[src/sv/ppv_pkg.sv]
// shared constants, types and helpers of the perspective projection unit
`default_nettype none

package ppv_pkg;

	localparam int COORD_WIDTH = 32;
	localparam int QUO_W = 31;
	localparam int DIV_STAGES = QUO_W;
	localparam int POST_STAGES = 4;
	localparam int LATENCY = 1 + DIV_STAGES + POST_STAGES;
	localparam int FRAC_BITS = 12;
	localparam int RND_W = 32 + FRAC_BITS;
	localparam logic [RND_W-1:0] ROUND_HALF = RND_W'(2 ** (FRAC_BITS - 1));
	localparam logic [4:0] FOV_MIN = 5'd8;
	localparam logic [4:0] FOV_MAX = 5'd18;
	localparam logic [4:0] NUM_BIAS = 5'd12;

	typedef enum logic [1:0] {
		REG_FOV_SHIFT = 2'd0,
		REG_CENTER_X  = 2'd1,
		REG_CENTER_Y  = 2'd2
	} reg_idx_t;

	typedef struct packed {
		logic [31:0] x;
		logic [31:0] y;
		logic        zneg;
		logic        zero;
		logic        last;
		logic [4:0]  fov;
	} ppv_side_t;

	function automatic logic signed [31:0] coord_ext(input logic [31:0] v);
		logic signed [31:0] t;
		t = v << (32 - COORD_WIDTH);
		return t >>> (32 - COORD_WIDTH);
	endfunction

endpackage

`default_nettype wire

[src/sv/ppv_post.sv]
// sign fix, multiply, rounding and viewport offset stages
`default_nettype none

module ppv_post import ppv_pkg::*; (
	input  wire logic             clk,
	input  wire logic             arst_n,
	input  wire logic             valid_in,
	input  wire ppv_side_t        side_in,
	input  wire logic [QUO_W-1:0] quo_in,
	input  wire logic [31:0]      center_x,
	input  wire logic [31:0]      center_y,
	output logic                  strobe,
	output logic [31:0]           screen_x,
	output logic [31:0]           screen_y,
	output logic [31:0]           inv_depth,
	output logic                  zero_depth,
	output logic                  last_out
);

	logic [31:0]        qmag;
	logic [RND_W-1:0]   rx_sum;
	logic [RND_W-1:0]   ry_sum;

	logic               valid_s1, valid_s2, valid_s3, valid_s4;
	ppv_side_t          side_s1, side_s2, side_s3;
	logic signed [31:0] q_s1;
	logic signed [63:0] mx_s2, my_s2;
	logic signed [31:0] inv_s2, inv_s3;
	logic [31:0]        px_s3, py_s3;
	logic [31:0]        sx_s4, sy_s4, inv_s4;
	logic               zero_s4, last_s4;

	always_comb begin
		qmag   = {1'b0, quo_in};
		rx_sum = mx_s2[RND_W-1:0] + ROUND_HALF;
		ry_sum = my_s2[RND_W-1:0] + ROUND_HALF;
	end

	always_ff @(posedge clk or negedge arst_n) begin
		if (!arst_n) begin
			valid_s1 <= 1'b0;
			valid_s2 <= 1'b0;
			valid_s3 <= 1'b0;
			valid_s4 <= 1'b0;
		end else begin
			valid_s1 <= valid_in;
			valid_s2 <= valid_s1;
			valid_s3 <= valid_s2;
			valid_s4 <= valid_s3;
		end
	end

	always_ff @(posedge clk) begin
		// signed reciprocal
		side_s1 <= side_in;
		q_s1    <= side_in.zneg ? (32'd0 - qmag) : qmag;
		// products and depth shift
		side_s2 <= side_s1;
		mx_s2   <= $signed(side_s1.x) * q_s1;
		my_s2   <= $signed(side_s1.y) * q_s1;
		inv_s2  <= q_s1 >>> (side_s1.fov - FOV_MIN);
		// round and drop fraction
		side_s3 <= side_s2;
		px_s3   <= rx_sum[RND_W-1:FRAC_BITS];
		py_s3   <= ry_sum[RND_W-1:FRAC_BITS];
		inv_s3  <= inv_s2;
		// viewport offset and zero depth
		zero_s4 <= side_s3.zero;
		last_s4 <= side_s3.last;
		sx_s4   <= side_s3.zero ? '0 : (center_x + px_s3);
		sy_s4   <= side_s3.zero ? '0 : (center_y - py_s3);
		inv_s4  <= side_s3.zero ? '0 : inv_s3;
	end

	assign strobe     = valid_s4;
	assign screen_x   = sx_s4;
	assign screen_y   = sy_s4;
	assign inv_depth  = inv_s4;
	assign zero_depth = zero_s4;
	assign last_out   = last_s4;

endmodule

`default_nettype wire
[config.mk]
export PLATFORM = sky130hd
export DESIGN_NAME = ppv_post
export DESIGN_NICKNAME = d
export VERILOG_FILES = /design/src/sv/ppv_pkg.sv /design/src/sv/ppv_post.sv
export SDC_FILE = /design/constraint.sdc
export NUM_CORES = 2
export LEC_CHECK = 0
export BUFFER_PORTS_ARGS = -buffer_cell sky130_fd_sc_hd__buf_4
export CORE_ASPECT_RATIO = 1.5
export CORE_MARGIN = 3
export CORE_UTILIZATION = 45
export CTS_BUF_LIST = sky130_fd_sc_hd__clkbuf_16
export DETAILED_ROUTE_END_ITERATION = 8
export PLACE_DENSITY = 0.72
export SYNTH_ARGS = -nofsm -noshare
export SYNTH_HDL_FRONTEND = slang
export SYNTH_SLANG_ARGS = --single-unit
[constraint.sdc]
create_clock -name clk -period 10.5 [get_ports clk]
set_clock_uncertainty 0.05 [all_clocks]
set_input_delay 2.1 -clock clk [delete_from_list [all_inputs] [get_ports clk]]
set_output_delay 2.1 -clock clk [all_outputs]
set_load 0.1 [all_outputs]
==> summary.txt <==
Outcome
  • Outcome: finished, final reports clean

Global routing
  • GRT Resource Usage Total: 0.2501
  • Initial antenna violation count: 9
  • Vias in the first global route: around 54,000
  • First-pass GRT wire length: 296,300 um
  • Largest net degree at the start of global routing: 54
  • GR Overflow Total: 0

Floorplanning
  • Site row count: about 170
  • Die Width: 320.9 um
  • Die H: about 480 um
  • Starting Density: 0.4552
  • Core Area: 0.1470 mm^2
  • Io pins: between 200 and 300
  • Die area: between 0.15 and 0.2 mm^2

Timing
  • Worst Tran Pin Value: 1295 ps
  • Slew headroom: 0.1369
  • Final setup fails: 0
  • Final hold violation count: 0
  • Period utilization: 0.8588
  • Post-layout minimum cycle time: between 9000 and 10,000 ps
  • Max Slew Vio Count: 0
  • RSZ-0062 raised after global routing: false
  • Fmax: about 110 MHz
  • Setup_tns: 0 ps

Placement
  • Buffers on Ports: about 270
  • Detailed placement HPWL: 150,300 um
  • Dpl cell area: between 0.07 and 0.08 mm^2
  • GPL Wtd Cong: 0.9066

Detailed routing
  • Total Wirelength: between 150,000 and 200,000 um
  • Drt first pass iters: 5
  • Vias per inst: 5.270
  • Number of DRC markers in iteration 0: ~2,600
  • DRT antenna net count: 0
  • Via Count: between 40,000 and 50,000
  • DRC viols: 0
  • WL per Instance: just over 20 um

CTS
  • Total CTS buffers: 48
  • H-tree Lvls: 2
  • CTS tree: done
  • Post_cts resized: 0
  • Clock latency on the worst-skew pair: 700 ps
  • Clk root buf: clkbuf_16
  • Clock buffer depth: 3
  • Post-CTS Setup Inserts: 0
  • Clock sink count: about 400
  • Clock transition at the registers of the reported paths: approximately 70 ps
  • # hold bufs at CTS: 0

Logic synthesis
  • Synth top area cells: fa_1, dfxtp_1, inv_1, and2_1, ha_1
  • Sequential-to-total area share from yosys stat: 0.1209
  • Syn avg cell area: between 9 and 10 um^2
  • Leading area contributor after synthesis: fa_1
  • Ys async rst share: 0.009926
  • Yosys top cell area share: 0.4464
  • Number of synthesized flops with an enable pin: 0
  • Post-Synthesis Net Count: about 9,200
  • Synthesized cell area: around 0.067 mm^2
  • Number of synthesized register bits: approximately 400
  • Library cells used by synthesis: 75
  • Synth Instances: 7,156
  • Synth warnings: 0
  • Top FF cell, synth: dfxtp_1

Setup path
  • RR Startpoint: q_s1[4]
  • Slowest-stage cell, CP: dfxtp_2
  • Setup crit start kind: flip-flop
  • WP depth: 27
  • Most common cell on crit path: fa_1
  • Crit path required time: 11,050 ps
  • Reg2Reg Depth: 27
  • Delay-heaviest family, CP: adder cells
  • Worst reg2reg endpoint: mx_s2[41]
  • Reg2Reg Setup Slack: roughly 1500 ps
  • Crit path capture type: flip-flop
  • CP Class: flip-flop to flip-flop
  • Crit path launch: q_s1[4]
  • Worst Setup EP: mx_s2[41]
  • Critical path data arrival time: approximately 9600 ps
  • CP max FO: 40
  • Crit path buf inv count: 6
  • Biggest cell delay along the critical path: about 940 ps

Layout
  • Fin area: between 0.07 and 0.08 mm^2
  • # fillers: about 14,000
  • Most common cell after layout, fill and taps aside: inv_1
  • Multi-input gate area: slightly above 0.05 mm^2
  • Fraction of layout cells with a size suffix above 1: 0.07287
  • Flip-flop and latch area: between 0.008 and 0.009 mm^2
  • Nets: between 9,000 and 10,000
  • Most frequent cells in the layout: inv_1, fa_1, nand2_1, and2_1, ha_1
  • Area Growth Syn to Fin: 8.057%

Run
  • Max-cap violations: 0

Hold path
  • Hold crit path type: flip-flop to flip-flop
## sequential cells by signal (all words and copies together), names as in the netlist, 2 cells and up
| register | flops |
|---|---|
| q_s1 | 32 |
| my_s2 | 33 |
| inv_depth | 32 |
| py_s3 | 32 |
| mx_s2 | 33 |
| inv_s3 | 32 |
| inv_s2 | 32 |
| screen_x | 32 |
| px_s3 | 32 |
| side_s2 | 2 |
| side_s3 | 2 |
| screen_y | 32 |
| side_s1 | 71 |
## routing by layer
metal  track usage  share of wire  up-vias
met5             0              0        -
met4        0.1541          0.073        0
met3       0.03671          0.060      670
met2        0.4602           0.53     1829
met1        0.2684           0.34    24819
li1              -              -    20910
## synth_stat cells (all sizes together) (8+ instances only)
cell    count
nand3      35
buf        19
ha        383
nand4      26
a211oi     14
o41ai      10
nor2      145
dfxtp     399
and2      841
nor3       35
xor2       72
inv      1579
and3       18
o21ai     106
mux2i      32
nand2     927
nor2b      74
o211ai     10
a21o       55
a21oi     107
o31ai      11
a31oi       8
and4        8
nand2b     34
o21a       22
fa       1492
clkbuf    361
xnor2     219
mux2        8
mux4       18
## logic make-up after synthesis
group / synth area share
muxes: 0.01219
adders and majority gates: 0.5180
DFF: 0.1209
buffers and inverters: 0.1100
and+or+nand+nor: 0.1636
AOI/OAI and AO/OA: 0.03729
xor gates and xnor gates: 0.03809
## area by class of cell
class	count	area share
Inverter	1580	0.08202
Clock inverter	41	0.005451
Sequential cell	403	0.1125
Timing Repair Buffer	367	0.03828
Antenna cell	5	0.0001730
Tap cell	1914	0.03312
Multi-Input combinational cell	4793	0.7118
Clock buffer	48	0.01661
## through the flow
stage | worst slack [ps] | hold WS (ps) | std cells | utilization
after global routing | 863.6 | 277.4 | 9147 | 0.4918
after floorplan | 2884 | 259.6 | 7156 | -
after CTS | 1428 | 274.0 | 9146 | 0.4918
final | 1483 | 271.2 | 9151 | 0.4919
after global placement | 1531 | 259.9 | 9057 | 0.4810
after detailed placement | 1497 | 262.1 | 9057 | 0.4810
## worst min-delay path by stage
stage / start / to / slack [ps] / cells after the start
2_1_floorplan: inv_s2[0] / inv_s3[0] / 260 / 0
3_3_place_gp: side_s2[6] / side_s3[6] / 260 / 0
3_5_place_dp: inv_s2[19] / inv_s3[19] / 260 / 0
4_1_cts: inv_s2[13] / inv_s3[13] / 270 / 0
5_1_grt: side_s2[6] / side_s3[6] / 280 / 0
6_report: inv_s2[13] / inv_s3[13] / 270 / 0
Power is left out: the tool's default activity adds up to more than one toggle a clock period on the data nets, which glitch-free logic cannot reach.
